[config.mk]
export PLATFORM = sky130hd
export DESIGN_NAME = base64_stream_codec_unit
export DESIGN_NICKNAME = d
export VERILOG_FILES = /design/src/sv/b64sc_pkg.sv /design/src/sv/b64sc_front.sv /design/src/sv/b64sc_fifo.sv /design/src/sv/b64sc_back.sv /design/src/sv/base64_stream_codec_unit.sv
export SDC_FILE = /design/constraint.sdc
export NUM_CORES = 1
export LEC_CHECK = 0
export ABC_AREA = 0
export BUFFER_PORTS_ARGS = -buffer_cell sky130_fd_sc_hd__buf_4
export CAP_MARGIN = 20
export CORE_MARGIN = 2
export CORE_UTILIZATION = 52
export CTS_CLUSTER_SIZE = 14
export DETAILED_ROUTE_END_ITERATION = 10
export GPL_TIMING_DRIVEN = 0
export MAX_ROUTING_LAYER = met4
export PLACE_DENSITY = 0.81
export SLEW_MARGIN = 20
export SYNTH_ARGS = -nofsm -noshare
export SYNTH_HDL_FRONTEND = slang
export SYNTH_HIERARCHICAL = 1
export SYNTH_SLANG_ARGS = --single-unit
[constraint.sdc]
create_clock -name clk_i -period 3.07 [get_ports clk_i]
set_input_delay 0.614 -clock clk_i [delete_from_list [all_inputs] [get_ports clk_i]]
set_output_delay 0.614 -clock clk_i [all_outputs]
set_load 0.02 [all_outputs]
[src/sv/b64sc_pkg.sv]
`timescale 1ns / 1ps
`default_nettype none

package b64sc_pkg;

  // results one item can cause at most
  localparam int unsigned MaxRes = 4;

  localparam logic [7:0] CharPad = 8'h3D;

  localparam logic ModeEncode = 1'b0;
  localparam logic ModeDecode = 1'b1;

  // item class, chosen by the front part
  typedef enum logic [1:0] {
    K_ENC_BYTE,
    K_DEC_VAL,
    K_DEC_PAD,
    K_DEC_BAD
  } kind_e;

  typedef struct packed {
    kind_e      kind;
    logic [7:0] data;   // raw byte, or 6-bit value in the low bits
    logic       last;
  } cmd_t;

  typedef struct packed {
    logic [7:0] symbol;
    logic       valid;
    logic       last;
    logic       error;
  } res_t;

  // queue side of the front/back link
  typedef struct packed {
    logic push;
  } qctl_t;

  // 6-bit value to alphabet character
  function automatic logic [7:0] enc_char(input logic [5:0] v);
    logic [7:0] w;
    logic [7:0] c;
    w = {2'b00, v};
    if (v < 6'd26) begin
      c = w + 8'h41;
    end else if (v < 6'd52) begin
      c = w + 8'h47;
    end else if (v < 6'd62) begin
      c = w - 8'd4;
    end else if (v == 6'd62) begin
      c = 8'h2B;
    end else begin
      c = 8'h2F;
    end
    return c;
  endfunction

  function automatic res_t mk_res(input logic [7:0] sym, input logic valid,
                                  input logic last, input logic error);
    res_t r;
    r.symbol = sym;
    r.valid  = valid;
    r.last   = last;
    r.error  = error;
    return r;
  endfunction

endpackage

`default_nettype wire

[src/sv/b64sc_front.sv]
`timescale 1ns / 1ps
`default_nettype none

module b64sc_front (
  input  wire logic            clk_i,
  input  wire logic            rst_ni,
  input  wire logic            cfg_fire_i,
  input  wire logic            cfg_data_i,
  input  wire logic            in_valid_i,
  input  wire logic [7:0]      in_symbol_i,
  input  wire logic            in_last_i,
  output      logic            in_stall_o,
  input  wire logic            q_full_i,
  output      b64sc_pkg::qctl_t qctl_o,
  output      b64sc_pkg::cmd_t cmd_o
);
  import b64sc_pkg::*;

  logic mode_q;

  always_ff @(posedge clk_i or negedge rst_ni) begin
    if (!rst_ni) begin
      mode_q <= ModeEncode;
    end else if (cfg_fire_i) begin
      mode_q <= cfg_data_i;
    end
  end

  // character classification
  always_comb begin
    cmd_o.last = in_last_i;
    cmd_o.data = in_symbol_i;
    cmd_o.kind = K_ENC_BYTE;
    if (mode_q == ModeDecode) begin
      cmd_o.kind = K_DEC_VAL;
      if (in_symbol_i >= 8'h41 && in_symbol_i <= 8'h5A) begin
        cmd_o.data = in_symbol_i - 8'h41;
      end else if (in_symbol_i >= 8'h61 && in_symbol_i <= 8'h7A) begin
        cmd_o.data = in_symbol_i - 8'h47;
      end else if (in_symbol_i >= 8'h30 && in_symbol_i <= 8'h39) begin
        cmd_o.data = in_symbol_i + 8'd4;
      end else if (in_symbol_i == 8'h2B) begin
        cmd_o.data = 8'd62;
      end else if (in_symbol_i == 8'h2F) begin
        cmd_o.data = 8'd63;
      end else if (in_symbol_i == CharPad) begin
        cmd_o.kind = K_DEC_PAD;
        cmd_o.data = '0;
      end else begin
        cmd_o.kind = K_DEC_BAD;
        cmd_o.data = '0;
      end
    end
  end

  assign in_stall_o  = q_full_i;
  assign qctl_o.push = in_valid_i && !q_full_i;

endmodule

`default_nettype wire

[src/sv/b64sc_fifo.sv]
`timescale 1ns / 1ps
`default_nettype none

module b64sc_fifo #(
  parameter int unsigned Depth = 4
) (
  input  wire logic            clk_i,
  input  wire logic            rst_ni,
  input  wire logic            push_i,
  input  wire b64sc_pkg::cmd_t wdata_i,
  output      logic            full_o,
  input  wire logic            pop_i,
  output      logic            empty_o,
  output      b64sc_pkg::cmd_t rdata_o
);
  import b64sc_pkg::*;

  localparam int unsigned PtrW = (Depth > 1) ? $clog2(Depth) : 1;
  localparam int unsigned CntW = $clog2(Depth + 1);
  localparam logic [PtrW-1:0] LastPtr = PtrW'(Depth - 1);
  localparam logic [CntW-1:0] FullCnt = CntW'(Depth);

  cmd_t            mem_q [Depth];
  logic [PtrW-1:0] wr_ptr_q, rd_ptr_q;
  logic [CntW-1:0] cnt_q;
  logic            do_push, do_pop;

  assign full_o  = (cnt_q == FullCnt);
  assign empty_o = (cnt_q == '0);
  assign do_push = push_i && !full_o;
  assign do_pop  = pop_i && !empty_o;
  assign rdata_o = mem_q[rd_ptr_q];

  always_ff @(posedge clk_i) begin
    if (do_push) begin
      mem_q[wr_ptr_q] <= wdata_i;
    end
  end

  always_ff @(posedge clk_i or negedge rst_ni) begin
    if (!rst_ni) begin
      wr_ptr_q <= '0;
      rd_ptr_q <= '0;
      cnt_q    <= '0;
    end else begin
      if (do_push) begin
        wr_ptr_q <= (wr_ptr_q == LastPtr) ? '0 : wr_ptr_q + 1'b1;
      end
      if (do_pop) begin
        rd_ptr_q <= (rd_ptr_q == LastPtr) ? '0 : rd_ptr_q + 1'b1;
      end
      if (do_push && !do_pop) begin
        cnt_q <= cnt_q + 1'b1;
      end else if (do_pop && !do_push) begin
        cnt_q <= cnt_q - 1'b1;
      end
    end
  end

endmodule

`default_nettype wire

[src/sv/b64sc_back.sv]
`timescale 1ns / 1ps
`default_nettype none

module b64sc_back (
  input  wire logic            clk_i,
  input  wire logic            rst_ni,
  input  wire logic            clr_i,
  input  wire logic            q_empty_i,
  input  wire b64sc_pkg::cmd_t cmd_i,
  output      logic            q_pop_o,
  output      logic            res_valid_o,
  input  wire logic            res_stall_i,
  output      b64sc_pkg::res_t res_o
);
  import b64sc_pkg::*;

  localparam int unsigned CntW = $clog2(MaxRes + 1);
  localparam int unsigned IdxW = $clog2(MaxRes);

  logic [5:0]      held_q, held_d;
  logic [1:0]      phase_q, phase_d;
  res_t            buf_q [MaxRes];
  res_t            bun [MaxRes];
  logic [CntW-1:0] cnt_q, bcnt;
  logic [IdxW-1:0] idx_q;
  logic            res_valid_q;
  res_t            res_q;
  logic            out_free;
  logic [7:0]      b;
  logic [5:0]      v;

  assign out_free    = !res_valid_q || !res_stall_i;
  assign q_pop_o     = !q_empty_i &&
                       ((cnt_q == '0) || ((cnt_q == CntW'(1)) && out_free));
  assign res_valid_o = res_valid_q;
  assign res_o       = res_q;
  assign b           = cmd_i.data;
  assign v           = cmd_i.data[5:0];

  // results and next state for the item at the queue head
  always_comb begin
    for (int i = 0; i < MaxRes; i++) begin
      bun[i] = '0;
    end
    bcnt    = '0;
    held_d  = held_q;
    phase_d = phase_q;
    unique case (cmd_i.kind)
      K_ENC_BYTE: begin
        case (phase_q)
          2'd1: begin
            bun[0]  = mk_res(enc_char(held_q | {2'b00, b[7:4]}), 1'b1, 1'b0, 1'b0);
            held_d  = {b[3:0], 2'b00};
            phase_d = 2'd2;
            bcnt    = CntW'(1);
            if (cmd_i.last) begin
              bun[1] = mk_res(enc_char({b[3:0], 2'b00}), 1'b1, 1'b0, 1'b0);
              bun[2] = mk_res(CharPad, 1'b1, 1'b1, 1'b0);
              bcnt   = CntW'(3);
            end
          end
          2'd2: begin
            bun[0]  = mk_res(enc_char(held_q | {4'b0000, b[7:6]}), 1'b1, 1'b0, 1'b0);
            bun[1]  = mk_res(enc_char(b[5:0]), 1'b1, cmd_i.last, 1'b0);
            held_d  = '0;
            phase_d = 2'd0;
            bcnt    = CntW'(2);
          end
          default: begin
            // phase three does not arise here and acts as phase zero
            bun[0]  = mk_res(enc_char(b[7:2]), 1'b1, 1'b0, 1'b0);
            held_d  = {b[1:0], 4'b0000};
            phase_d = 2'd1;
            bcnt    = CntW'(1);
            if (cmd_i.last) begin
              bun[1] = mk_res(enc_char({b[1:0], 4'b0000}), 1'b1, 1'b0, 1'b0);
              bun[2] = mk_res(CharPad, 1'b1, 1'b0, 1'b0);
              bun[3] = mk_res(CharPad, 1'b1, 1'b1, 1'b0);
              bcnt   = CntW'(4);
            end
          end
        endcase
      end
      K_DEC_VAL: begin
        case (phase_q)
          2'd0: begin
            held_d  = v;
            phase_d = 2'd1;
          end
          2'd1: begin
            bun[0]  = mk_res({held_q, v[5:4]}, 1'b1, cmd_i.last, 1'b0);
            held_d  = {2'b00, v[3:0]};
            phase_d = 2'd2;
            bcnt    = CntW'(1);
          end
          2'd2: begin
            bun[0]  = mk_res({held_q[3:0], v[5:2]}, 1'b1, cmd_i.last, 1'b0);
            held_d  = {4'b0000, v[1:0]};
            phase_d = 2'd3;
            bcnt    = CntW'(1);
          end
          default: begin
            bun[0]  = mk_res({held_q[1:0], v}, 1'b1, cmd_i.last, 1'b0);
            held_d  = '0;
            phase_d = 2'd0;
            bcnt    = CntW'(1);
          end
        endcase
      end
      K_DEC_PAD: begin
        // padding is skipped
      end
      K_DEC_BAD: begin
        bun[0] = mk_res(8'h00, 1'b0, cmd_i.last, 1'b1);
        bcnt   = CntW'(1);
      end
      default: begin
      end
    endcase
    // end of a decoded stream: bare end marker if nothing else went out
    if (cmd_i.kind != K_ENC_BYTE && cmd_i.last) begin
      if (bcnt == '0) begin
        bun[0] = mk_res(8'h00, 1'b0, 1'b1, 1'b0);
        bcnt   = CntW'(1);
      end
    end
    if (cmd_i.last) begin
      held_d  = '0;
      phase_d = 2'd0;
    end
  end

  always_ff @(posedge clk_i or negedge rst_ni) begin
    if (!rst_ni) begin
      held_q      <= '0;
      phase_q     <= '0;
      cnt_q       <= '0;
      idx_q       <= '0;
      res_valid_q <= 1'b0;
    end else begin
      if (clr_i) begin
        held_q  <= '0;
        phase_q <= '0;
      end else if (q_pop_o) begin
        held_q  <= held_d;
        phase_q <= phase_d;
      end
      if (out_free) begin
        res_valid_q <= (cnt_q != '0);
      end
      if (q_pop_o) begin
        cnt_q <= bcnt;
        idx_q <= '0;
      end else if (out_free && cnt_q != '0) begin
        cnt_q <= cnt_q - 1'b1;
        idx_q <= idx_q + 1'b1;
      end
    end
  end

  always_ff @(posedge clk_i) begin
    if (out_free && cnt_q != '0) begin
      res_q <= buf_q[idx_q];
    end
    if (q_pop_o) begin
      for (int i = 0; i < MaxRes; i++) begin
        buf_q[i] <= bun[i];
      end
    end
  end

  a_cnt_range : assert property (@(posedge clk_i) disable iff (!rst_ni)
    cnt_q <= CntW'(MaxRes))
    else $error("result count beyond bundle size");

  a_idx_range : assert property (@(posedge clk_i) disable iff (!rst_ni)
    ({1'b0, idx_q} + (IdxW + 1)'(cnt_q)) <= (IdxW + 1)'(MaxRes))
    else $error("result index runs past bundle");

  a_err_form : assert property (@(posedge clk_i) disable iff (!rst_ni)
    (res_valid_q && res_q.error) |-> (!res_q.valid && res_q.symbol == 8'h00))
    else $error("error result carries data");

  a_clr_state : assert property (@(posedge clk_i) disable iff (!rst_ni)
    clr_i |=> (phase_q == 2'd0 && held_q == 6'd0))
    else $error("mode write left group state");

endmodule

`default_nettype wire

[src/sv/base64_stream_codec_unit.sv]
`timescale 1ns / 1ps
`default_nettype none

// Streaming Base64 codec, standard alphabet with '=' padding. cfg_data_i
// picks the mode (0 encode bytes, 1 decode characters); a write clears the
// group state and must only come while the block is idle. Input items go
// through a classifier into a small queue (FifoDepth entries), and a back
// sequencer turns each item into its results, one result per cycle through
// an output register while res_stall_i is low. The input side takes one item
// per cycle while the queue has room. The back sequencer takes the next item
// as the last result goes out. Encoding gives one or two characters per byte
// (up to four on the last byte), decoding at most one byte per character, so
// long encode streams give 4 characters per 3 bytes. in_stall_o rises only
// when the queue is full. A decode stream's last item always gives at least
// one result (a bare end marker with out_valid_o low when nothing else).
module base64_stream_codec_unit #(
  parameter int unsigned FifoDepth = 4
) (
  input  wire logic       clk_i,
  input  wire logic       rst_ni,
  // configuration write channel
  input  wire logic       cfg_valid_i,
  output      logic       cfg_ready_o,
  input  wire logic       cfg_data_i,
  // input items
  input  wire logic       in_valid_i,
  output      logic       in_stall_o,
  input  wire logic [7:0] in_symbol_i,
  input  wire logic       in_last_i,
  // result items
  output      logic       res_valid_o,
  input  wire logic       res_stall_i,
  output      logic [7:0] out_symbol_o,
  output      logic       out_valid_o,
  output      logic       out_last_o,
  output      logic       out_error_o
);
  import b64sc_pkg::*;

  logic  cfg_fire;
  qctl_t qctl;
  cmd_t  cmd_in, cmd_head;
  logic  q_full, q_empty, q_pop;
  res_t  res;

  // register writes are always taken in one transfer
  assign cfg_ready_o = 1'b1;
  assign cfg_fire    = cfg_valid_i && cfg_ready_o;

  // front: mode register, character classification, input handshake
  b64sc_front u_front (
    .clk_i      (clk_i),
    .rst_ni     (rst_ni),
    .cfg_fire_i (cfg_fire),
    .cfg_data_i (cfg_data_i),
    .in_valid_i (in_valid_i),
    .in_symbol_i(in_symbol_i),
    .in_last_i  (in_last_i),
    .in_stall_o (in_stall_o),
    .q_full_i   (q_full),
    .qctl_o     (qctl),
    .cmd_o      (cmd_in)
  );

  // decoupling queue of classified items
  b64sc_fifo #(
    .Depth(FifoDepth)
  ) u_fifo (
    .clk_i  (clk_i),
    .rst_ni (rst_ni),
    .push_i (qctl.push),
    .wdata_i(cmd_in),
    .full_o (q_full),
    .pop_i  (q_pop),
    .empty_o(q_empty),
    .rdata_o(cmd_head)
  );

  // back: group state, result bundle, output register
  b64sc_back u_back (
    .clk_i      (clk_i),
    .rst_ni     (rst_ni),
    .clr_i      (cfg_fire),
    .q_empty_i  (q_empty),
    .cmd_i      (cmd_head),
    .q_pop_o    (q_pop),
    .res_valid_o(res_valid_o),
    .res_stall_i(res_stall_i),
    .res_o      (res)
  );

  assign out_symbol_o = res.symbol;
  assign out_valid_o  = res.valid;
  assign out_last_o   = res.last;
  assign out_error_o  = res.error;

endmodule

`default_nettype wire

==> results of run 1 <==
-- flip-flops by register name, summed over array words and instances (netlist names) --
name                count
u_fifo/mem_q           44
u_back/buf_q           24
u_back/res_o           11
u_back/held_q           6
u_back/cnt_q            3
u_fifo/cnt_q            3
u_back/idx_q            2
u_back/phase_q          2
u_fifo/rd_ptr_q         2
u_fifo/wr_ptr_q         2
u_back/res_valid_o      1
u_front/mode_q          1
-- how the worst max path moves through the flow --
stage | startpoint | to | cells after the start
after floorplan | u_fifo/rd_ptr_q[0]$_DFFE_PN0P_ | u_back/buf_q[0][5]$_DFFE_PP_ | 12
after global placement | u_fifo/rd_ptr_q[0]$_DFFE_PN0P_ | u_back/buf_q[0][5]$_DFFE_PP_ | 12
after detailed placement | u_fifo/rd_ptr_q[0]$_DFFE_PN0P_ | u_back/buf_q[0][5]$_DFFE_PP_ | 12
after CTS | u_fifo/rd_ptr_q[0]$_DFFE_PN0P_ | u_back/buf_q[0][7]$_DFFE_PP_ | 12
after global routing | u_fifo/rd_ptr_q[0]$_DFFE_PN0P_ | u_back/buf_q[1][8]$_SDFFCE_PN0P_ | 8
final | u_fifo/rd_ptr_q[0]$_DFFE_PN0P_ | u_back/buf_q[1][8]$_SDFFCE_PN0P_ | 8
-- layer usage --
layer	up-vias	share of wire (%)	track usage (%)
met2	297	48	43.12
met4	0	3.0	9.914
met1	2956	41	34.35
li1	2778	-	-
met3	50	7.8	3.886
met5	-	0	-
-- cells in the mapped netlist, types with 4 or more instances --
cell type  count  area (um^2)
o221ai_1       4        35.03
nor2_1        38        142.6
nand2_1       64        240.2
buf_4          6        45.04
nand3b_1       4        30.03
nor4_1         7        43.79
mux2i_1       16        160.2
clkbuf_1      22        82.58
nor2b_1       10        62.56
o22ai_1        8        50.05
o31ai_1        8        60.06
nand4_1        9        56.30
nor3b_1        5        37.54
xnor2_1       11        96.34
a221oi_1       9        78.83
a31oi_1        8        50.05
a211oi_1       6        45.04
mux2_2         5        56.30
a311oi_1       4        35.03
inv_1         34        127.6
o211ai_1       6        45.04
o21a_1         4        30.03
and2_1         6        37.54
a21boi_0       9        67.56
a21o_1         7        52.55
xor2_1         5        43.79
and3_1         5        31.28
or3_1          4        25.02
edfxtp_1      79         2372
a21oi_1       44        220.2
buf_6          4        45.04
o21ai_0       44        220.2
mux4_2        12        270.3
nor3_1        11        55.05
clkbuf_8       7        96.34
nand3_1       27        135.1
ha_1          41        513.0
dfrtp_1       22        550.5
nand2b_1       4        25.02
o21ai_1        6        30.03
buf_2         12        60.06
-- logic make-up (layout without fill, tap and decap cells) --
logic type	count (synthesis)	in the layout	share of synthesized area (%)
DFF	101	101	40.53
muxes	37	37	7.479
and+or+nand+nor	218	218	16.26
buffers and inverters	89	139	6.646
xor gates and xnor gates	16	16	1.943
other	1	1	0.05201
AOI/OAI and AO/OA	206	206	19.69
adders and majority gates	42	42	7.392
-- area by class of cell --
cell class	instances	area (um^2)	share of cell area [%]
clock buffer	10	229.0	2.810
multi-input combinational	520	3920	48.11
clock inverter	6	48.80	0.5989
tap	180	225.2	2.764
sequential	101	2924	35.89
inverter	36	153.9	1.889
timing repair buffer	36	274.0	3.363
buffer	51	372.9	4.576
-- repair_timing --
action | CTS | global route
setup endpoints to repair | 16 | 11
gates resized for setup | 22 | 24
buffers inserted | 2 | 8
pin swaps | 2 | 7
-- report_power, final --
group | leakage (nW) | internal, mW | switching [mW]
logic | 1.90 | 2.28 | 3.56
registers | 1.02 | 2.13 | 0.234
clock network | 0.119 | 0.555 | 0.499
total | 3.03 | 4.96 | 4.29
-- stage by stage --
stage / setup WS [ps] / std cells / setup TNS (ps) / hold slack (ps)
after global placement: -795.2 / 915 / -4713 / 499.7
after CTS: -4.937 / 932 / -4.937 / 165.7
after floorplan: 65.01 / 710 / 0 / 318.4
final: 100.7 / 940 / 0 / 161.2
after detailed placement: -716.5 / 916 / -5182 / 504.2
after global routing: -26.13 / 940 / -29.16 / 176.9
==> metrics.cfg, run 1 <==
[logic_synthesis]
synth_edf_count=79
seq_area_frac_synth_pct=40.53
async_reset_ff_share_pct=21.78
syn-cell-area_um2=7211
ys_ff_latch=101
ys.warnings.count=6
synthFlopType=edfxtp_1
synthesis.nets=767
synthDistinctLibCells=92
avgSynthCellArea_um2=10.16
synth_cells=710

[run]
drv_cap=0

[critical_path]
reg2reg_to=u_back/buf_q[1][8]$_SDFFCE_PN0P_
startpoint_type=register
crit_chain=buf_12 -> mux4_2 -> ha_1 -> nor2b_2 -> nand3_1 -> o21ai_0 -> mux2_2 -> a221o_1
critical_path.endpoint_type=register
path_buf_inv=1
cp_data_arrival_time_ps=3070
required_ps=3170
reg2reg_from=u_fifo/rd_ptr_q[0]$_DFFE_PN0P_
r2r_slack_ps=100
cp_slowest_stage_delay_ps=470
crit_path_top_delay_cell=mux4_2
crit_family=multiplexers
crit_type=reg2reg
critPathMaxFanout=10
r2r_cells=8

[timing]
hold_viol=0
fin_crit_sh_pct=96.72
max_slew_margin_pct=26.10
clock-skew-final_ps=8.403
worst_slew_pin_slew_ps=1104
final-setup-viol-count=0
drv_slew=0
max_freq_mhz=336.8
period_minus_slack_ps=2969

[status]
outcome=completed

[global_routing]
grt_start_max_net_pins=33
grt_usage_pct=26.71
grt_pass1_vias=5744
grt_pass1_wl_um=29740
overflow=0
antenna_found_initial=0

[finish]
final_core_util_pct=59.39
final_cell_mix=79 x edfxtp_1, 63 x nand2_1, 44 x buf_4
area_growth_pct=13.00
num-fill-cells=1149
nets=812
final_common_cell=edfxtp_1
diodes=0
final_area_um2=8148
drive_above_1_share_pct=20.39

[routing]
vias_per_cell=6.469
drtPass1Iterations=5
antenna_left=0
route.detailed.drc=0
wl_um=18720
wl_per_cell_um=19.92
vias=6081
first_iter_violations=874

[power]
power_density_nw_per_um2=1135
peakVddDrop_mv=0.6630
total_power_mw=9.249
p_leak_nw=3.034

[floorplanning]
dieArea_um2=14820
io_pins=29
fp-row-count=43
die_h_um=121.8
initial_core_util_pct=52.56
core_area_um2=13720
die_x_um=121.8

[placement]
placed_cell_area_um2=7639
io_buffers=25
dp_hpwl_um=13580
gp_congestion=1.015

[clock_tree]
path_clk_slew_ps=70
cts_num_sinks=101
htree_num_levels=3
ctsHoldBuffers=0
clock_latency_ps=350
cts_buffers=9
cts_buffer_depth=2
cts_tree=done
cts-root-buf=clkbuf_16

[worst_hold_path]
hp-class=in2async

No activity file was read; power rests on OpenSTA's default activity.
==> inputs of run 2 (changes only) <==
--- a/config.mk
+++ b/config.mk
@@ -14,7 +14,7 @@
 export DETAILED_ROUTE_END_ITERATION = 10
 export GPL_TIMING_DRIVEN = 0
 export MAX_ROUTING_LAYER = met4
-export PLACE_DENSITY = 0.81
+export PLACE_DENSITY = 0.72
 export SLEW_MARGIN = 20
 export SYNTH_ARGS = -nofsm -noshare
 export SYNTH_HDL_FRONTEND = slang
==> metrics.cfg, run 2 (synthesis gave the netlist of run 1 again) <==
[status]
outcome=finished with violations  ; was completed
violations=setup timing

[clock_tree]
path_clk_slew_ps=70  ; about the same
clock_latency_ps=350  ; about the same
cts_buffer_depth=2  ; unchanged
cts_buffers=9  ; unchanged
cts_num_sinks=101  ; unchanged
htree_num_levels=3  ; unchanged
cts-root-buf=clkbuf_16  ; unchanged
cts_tree=done  ; unchanged
ctsHoldBuffers=0  ; unchanged

[timing]
drv_slew=0  ; unchanged
final-setup-viol-count=1  ; was 0
max_slew_margin_pct=54.32  ; was 26.10%
grt_setup_unrepaired=yes
setup_ws_ps=-118.1  ; was 100.7 ps
max_freq_mhz=313.7  ; was 336.8 MHz
clock-skew-final_ps=6.420  ; was 8.403 ps
worst_slew_pin_slew_ps=679.0  ; was 1104 ps
fin_crit_sh_pct=103.8  ; was 96.72%
hold_viol=0  ; unchanged
period_minus_slack_ps=3188  ; was 2969 ps

[finish]
diodes=0  ; unchanged
fin_cells=940  ; unchanged
largest_reg_flops=44  ; unchanged
drive_above_1_share_pct=20.13  ; was 20.39%
final_core_util_pct=59.38  ; was 59.39%
final_common_cell=edfxtp_1  ; unchanged
final_cell_mix=79 x edfxtp_1, 63 x nand2_1, 44 x buf_4, 44 x o21ai_0, 42 x a21oi_1  ; was 79 x edfxtp_1, 63 x nand2_1, 44 x buf_4
top_register=u_fifo/mem_q  ; unchanged
area_growth_pct=12.98  ; was 13.00%
nets=812  ; unchanged

[power]
total_power_mw=9.193  ; was 9.249 mW
power_density_nw_per_um2=1128  ; was 1135 nW/um^2
seqPwrFrac_pct=25.8  ; was 25.5%
peakVddDrop_mv=0.8183  ; was 0.6630 mV
p_leak_nw=3.058  ; was 3.034 nW
pwr-share-comb_pct=62.1  ; was 63.1%
p_switching_mw=4.207  ; was 4.289 mW
power_frac_clock_pct=12.1  ; was 11.4%
intPower_mw=4.986  ; was 4.961 mW
netSwitchingFraction_pct=45.76  ; was 46.37%

[routing]
wl_per_cell_um=19.92  ; about the same
route.detailed.drc=0  ; unchanged
drtPass1Iterations=5  ; unchanged
vias=5906  ; was 6081
antenna_left=0  ; unchanged
wl_um=18730  ; was 18720 um
vias_per_cell=6.283  ; was 6.469
first_iter_violations=546  ; was 874

[floorplanning]
die_h_um=121.8  ; unchanged
dieArea_um2=14820  ; unchanged
io_pins=29  ; unchanged
fp-row-count=43  ; unchanged
initial_core_util_pct=52.56  ; unchanged
core_area_um2=13720  ; unchanged
die_x_um=121.8  ; unchanged

[critical_path]
critPathMaxFanout=10  ; unchanged
critical_path.endpoint_type=register  ; unchanged
cp_slowest_stage_delay_ps=440  ; was 470 ps
crit_type=reg2reg  ; unchanged
crit_chain=buf_12 -> mux4_2 -> buf_2 -> inv_2 -> ha_4 -> nand3b_1 -> buf_6 -> o211a_1 -> o21ai_0 -> nor4b_2 -> a2111oi_2  ; was buf_12 -> mux4_2 -> ha_1 -> nor2b_2 -> nand3_1 -> o21ai_0 -> mux2_2 -> a221o_1
r2r_slack_ps=-120  ; was 100 ps
crit_path_top_delay_cell=dfrtp_2  ; was mux4_2
startpoint_type=register  ; unchanged
required_ps=3150  ; was 3170 ps
cp_data_arrival_time_ps=3270  ; was 3070 ps

[placement]
dp_cells=916  ; unchanged
dp_hpwl_um=13600  ; was 13580 um
io_buffers=25  ; unchanged
dp_slack_ps=-636.3  ; was -716.5 ps
gp_congestion=0.9495  ; was 1.015

[global_routing]
grt_start_max_net_pins=33  ; unchanged
overflow=0  ; unchanged
grt_pass1_vias=5604  ; was 5744
grt_pass1_wl_um=29910  ; was 29740 um
antenna_found_initial=0  ; unchanged
grt_usage_pct=27.03  ; was 26.71%

[worst_hold_path]
hp-class=in2async  ; unchanged

[run]
drv_cap=0  ; unchanged

## run 2: final cells by class
type | instances | area [um^2]
clock inverters | 5 | 58.81
inverters | 36 | 142.6
fillers | 1176 | 5573
clock buffers | 11 | 232.7
repair buffers | 36 | 274.0
multi-input cells | 520 | 3923
well taps | 180 | 225.2
flip-flops and latches | 101 | 2924
plain buffers | 51 | 366.6
## run 2: power groups by stage
stage	logic (mW)	registers, mW	clock network, mW
after floorplan	3.74	2.44	0
after global placement	5.10	2.38	0
after detailed placement	5.18	2.41	0
after CTS	5.39	2.38	1.14
after global routing	6.21	2.42	1.19
final	5.71	2.37	1.11
## run 2: worst paths after layout
kind | startpoint | to | cells after the start
max | u_fifo/rd_ptr_q[0]$_DFFE_PN0P_ | u_back/buf_q[0][5]$_DFFE_PP_ | 11
min in group clk_i | cfg_valid_i | u_back/phase_q[0]$_DFFE_PN0P_ | 2
min reg2reg | u_back/buf_q[0][0]$_DFFE_PP_ | u_back/res_o[0]$_SDFFCE_PP0P_ | 1
min | rst_ni | u_back/idx_q[1]$_DFFE_PN0P_ | 1
max in group asynchronous | rst_ni | u_fifo/rd_ptr_q[0]$_DFFE_PN0P_ | 1
max reg2reg | u_fifo/rd_ptr_q[0]$_DFFE_PN0P_ | u_back/buf_q[0][5]$_DFFE_PP_ | 11
## run 2: critical path, delay by kind of cell, from the launching register on
kind	cells	cell delay (ps)
adders and majority gates	1	200
DFF	1	440
buffers and inverters	4	780
and+or+nand+nor	2	520
muxes	1	360
AOI/OAI and AO/OA	3	610
## run 2: repair_timing
| action | CTS | global route |
|---|---|---|
| pin swaps | 2 | 3 |
| endpoints found under the setup margin | 16 | 9 |
| resized for setup | 22 | 20 |
| buffers inserted | 4 | 5 |
## run 2: layer usage
metal / routed length, um / up-vias / global-route usage (%)
met5: 0 / - / -
met4: 395 / 0 / 10.13
met3: 1230 / 39 / 5.431
met2: 9227 / 264 / 42.63
met1: 7872 / 2835 / 34.65
li1: - / 2768 / -
## run 2: stage by stage
stage	hold slack [ps]	cell area, um^2	setup TNS, ps
floorplan	318.4	7211	0
global placement	500.1	7624	-4605
detailed placement	516.7	7639	-5142
CTS	158.8	8015	-129.7
global route	168.7	8147	-334.4
finish	159.1	8147	-118.1
==> inputs of run 3 (changes only) <==
--- a/config.mk
+++ b/config.mk
@@ -14,7 +14,7 @@
 export DETAILED_ROUTE_END_ITERATION = 10
 export GPL_TIMING_DRIVEN = 0
 export MAX_ROUTING_LAYER = met4
-export PLACE_DENSITY = 0.72
+export PLACE_DENSITY = 0.69
 export SLEW_MARGIN = 20
 export SYNTH_ARGS = -nofsm -noshare
 export SYNTH_HDL_FRONTEND = slang
==> constraint.sdc (replaced) <==
create_clock -name clk_i -period 4.1 [get_ports clk_i]
set_input_delay 0.82 -clock clk_i [delete_from_list [all_inputs] [get_ports clk_i]]
set_output_delay 0.82 -clock clk_i [all_outputs]
set_load 0.02 [all_outputs]
==> metrics.cfg, run 3 (synthesis gave the netlist of run 1 again) <==
[clock_tree]
cts_buffer_depth=2  ; unchanged
ctsHoldBuffers=0  ; unchanged
ctsResizeCount=0  ; was 22
cts_num_sinks=101  ; unchanged
path_clk_slew_ps=70  ; about the same
htree_num_levels=3  ; unchanged
cts-root-buf=clkbuf_16  ; unchanged
cts_tree=done  ; unchanged
cts_buffers=9  ; unchanged
cts_setup_buffers=0  ; was 4
clock_latency_ps=350  ; about the same

[critical_path]
crit_chain=buf_6 -> mux4_2 -> clkbuf_1 -> buf_2 -> inv_1 -> ha_1 -> nand3b_1 -> buf_2 -> o211a_1 -> o21ai_0 -> nor4b_1 -> a2111oi_2  ; was buf_12 -> mux4_2 -> buf_2 -> inv_2 -> ha_4 -> nand3b_1 -> buf_6 -> o211a_1 -> o21ai_0 -> nor4b_2 -> a2111oi_2
crit_top_cell=buf_2
crit_path_top_delay_cell=dfrtp_1  ; was dfrtp_2
cp_data_arrival_time_ps=3760  ; was 3270 ps
crit_family=buffers and inverters  ; unchanged
critical_path.endpoint_type=register  ; unchanged
startpoint_type=register  ; unchanged
required_ps=4170  ; was 3150 ps
path_buf_inv=5  ; was 4
critPathMaxFanout=10  ; unchanged
crit_type=reg2reg  ; unchanged
cp_slowest_stage_delay_ps=470  ; was 440 ps

[global_routing]
overflow=0  ; unchanged
grt_pass1_vias=5456  ; was 5604
grt_start_max_net_pins=33  ; unchanged
grt_usage_pct=26.34  ; was 27.03%
antenna_found_initial=0  ; unchanged
grt_pass1_wl_um=29170  ; was 29910 um

[status]
outcome=completed  ; was finished with violations

[finish]
largest_reg_flops=44  ; unchanged
area_growth_pct=9.804  ; was 12.98%
final_area_um2=7918  ; was 8147 um^2
fin_cells=932  ; was 940
diodes=0  ; unchanged
top_register=u_fifo/mem_q  ; unchanged
final_common_cell=edfxtp_1  ; unchanged
final_cell_mix=79 x edfxtp_1, 64 x nand2_1, 44 x o21ai_0  ; was 79 x edfxtp_1, 63 x nand2_1, 44 x buf_4, 44 x o21ai_0, 42 x a21oi_1
drive_above_1_share_pct=16.09  ; was 20.13%
nets=804  ; was 812
final_core_util_pct=57.71  ; was 59.38%

[placement]
dp_cells=916  ; unchanged
placed_cell_area_um2=7639  ; unchanged
io_buffers=25  ; unchanged
gp_congestion=0.9746  ; was 0.9495
dp_hpwl_um=13490  ; was 13600 um

[floorplanning]
core_area_um2=13720  ; unchanged
initial_core_util_pct=52.56  ; unchanged
die_h_um=121.8  ; unchanged
die_x_um=121.8  ; unchanged
io_pins=29  ; unchanged
dieArea_um2=14820  ; unchanged
fp-row-count=43  ; unchanged

[routing]
antenna_left=0  ; unchanged
first_iter_violations=684  ; was 546
wl_per_cell_um=19.64  ; was 19.92 um
route.detailed.drc=0  ; unchanged
drtPass1Iterations=7  ; was 5
wl_um=18300  ; was 18730 um
vias=5856  ; was 5906
vias_per_cell=6.283  ; about the same

[power]
power_density_nw_per_um2=826.0  ; was 1128 nW/um^2
peakVddDrop_mv=0.5383  ; was 0.8183 mV
p_leak_nw=2.979  ; was 3.058 nW

[timing]
final-setup-viol-count=0  ; was 1
max_slew_margin_pct=35.89  ; was 54.32%
grt_setup_unrepaired=no  ; was yes
fin_crit_sh_pct=89.92  ; was 103.8%
drv_slew=0  ; unchanged
hold_viol=0  ; unchanged
max_freq_mhz=271.3  ; was 313.7 MHz
fin_tns_setup_ps=0  ; was -118.1 ps
worst_slew_pin_slew_ps=959.6  ; was 679.0 ps
period_minus_slack_ps=3687  ; was 3188 ps
clock-skew-final_ps=9.817  ; was 6.420 ps

[run]
drv_cap=0  ; unchanged

[worst_hold_path]
hp-class=in2async  ; unchanged

-- run 3: cell count changes in the layout (fill, tap and decap cells not counted), sizes merged --
cell | previous run | this run
clkbuf | 38 | 39
clkinvlp | 1 | 2
bufinv | 1 | 0
buf | 59 | 49
inv | 37 | 38
-- run 3: where the power goes --
group / total (mW) / internal, mW / leakage, nW / switching, mW
logic: 3.98 / 1.48 / 1.83 / 2.49
registers: 1.77 / 1.59 / 1.02 / 0.176
clock network: 0.795 / 0.417 / 0.129 / 0.378
-- run 3: metrics by stage --
stage          hold WS [ps]  setup WS [ps]  total power, mW
2_1_floorplan         494.2          921.0            4.629
3_3_place_gp          501.8          231.1            5.597
3_5_place_dp          506.8          121.8            5.684
4_1_cts               371.9          421.5            6.495
5_1_grt               377.6          286.3            6.994
6_report              371.9          413.4            6.540
-- run 3: layout make-up --
type / count / area [um^2]
Clock buffer: 10 / 229.0
Fill cell: 1196 / 5802
Multi-Input combinational cell: 520 / 3815
Inverter: 36 / 137.6
Buffer: 53 / 341.6
Sequential cell: 101 / 2923
Clock inverter: 6 / 47.55
Tap cell: 180 / 225.2
Timing Repair Buffer: 26 / 198.9
-- run 3: routing by layer --
metal / vias to the layer above / global-route usage [%] / wire, um
met4: 0 / 9.914 / 618
met2: 251 / 41.24 / 8751
li1: 2746 / - / -
met5: - / - / 0
met1: 2819 / 34.88 / 7858
met3: 40 / 3.933 / 1072
-- run 3: worst paths after layout --
check | start | to | slack (ps) | depth (start not counted)
min in group clk_i | u_back/buf_q[0][0]$_DFFE_PP_ | u_back/res_o[0]$_SDFFCE_PP0P_ | 520 | 1
hold / removal | rst_ni | u_back/idx_q[1]$_DFFE_PN0P_ | 370 | 1
setup reg to reg | u_fifo/rd_ptr_q[0]$_DFFE_PN0P_ | u_back/buf_q[0][5]$_DFFE_PP_ | 410 | 12
hold reg to reg | u_back/buf_q[0][0]$_DFFE_PP_ | u_back/res_o[0]$_SDFFCE_PP0P_ | 520 | 1
setup / recovery | u_fifo/rd_ptr_q[0]$_DFFE_PN0P_ | u_back/buf_q[0][5]$_DFFE_PP_ | 410 | 12
max in group asynchronous | rst_ni | u_back/cnt_q[2]$_DFFE_PN0P_ | 3470 | 1
-- run 3: worst register-to-register path, delay by kind of cell, from the launching register on --
kind / cells / cell delay (ps)
AOI/OAI and AO/OA: 3 / 470
and+or+nand+nor: 2 / 640
muxes: 1 / 370
DFF: 1 / 470
buffers and inverters: 5 / 1200
adders and majority gates: 1 / 250
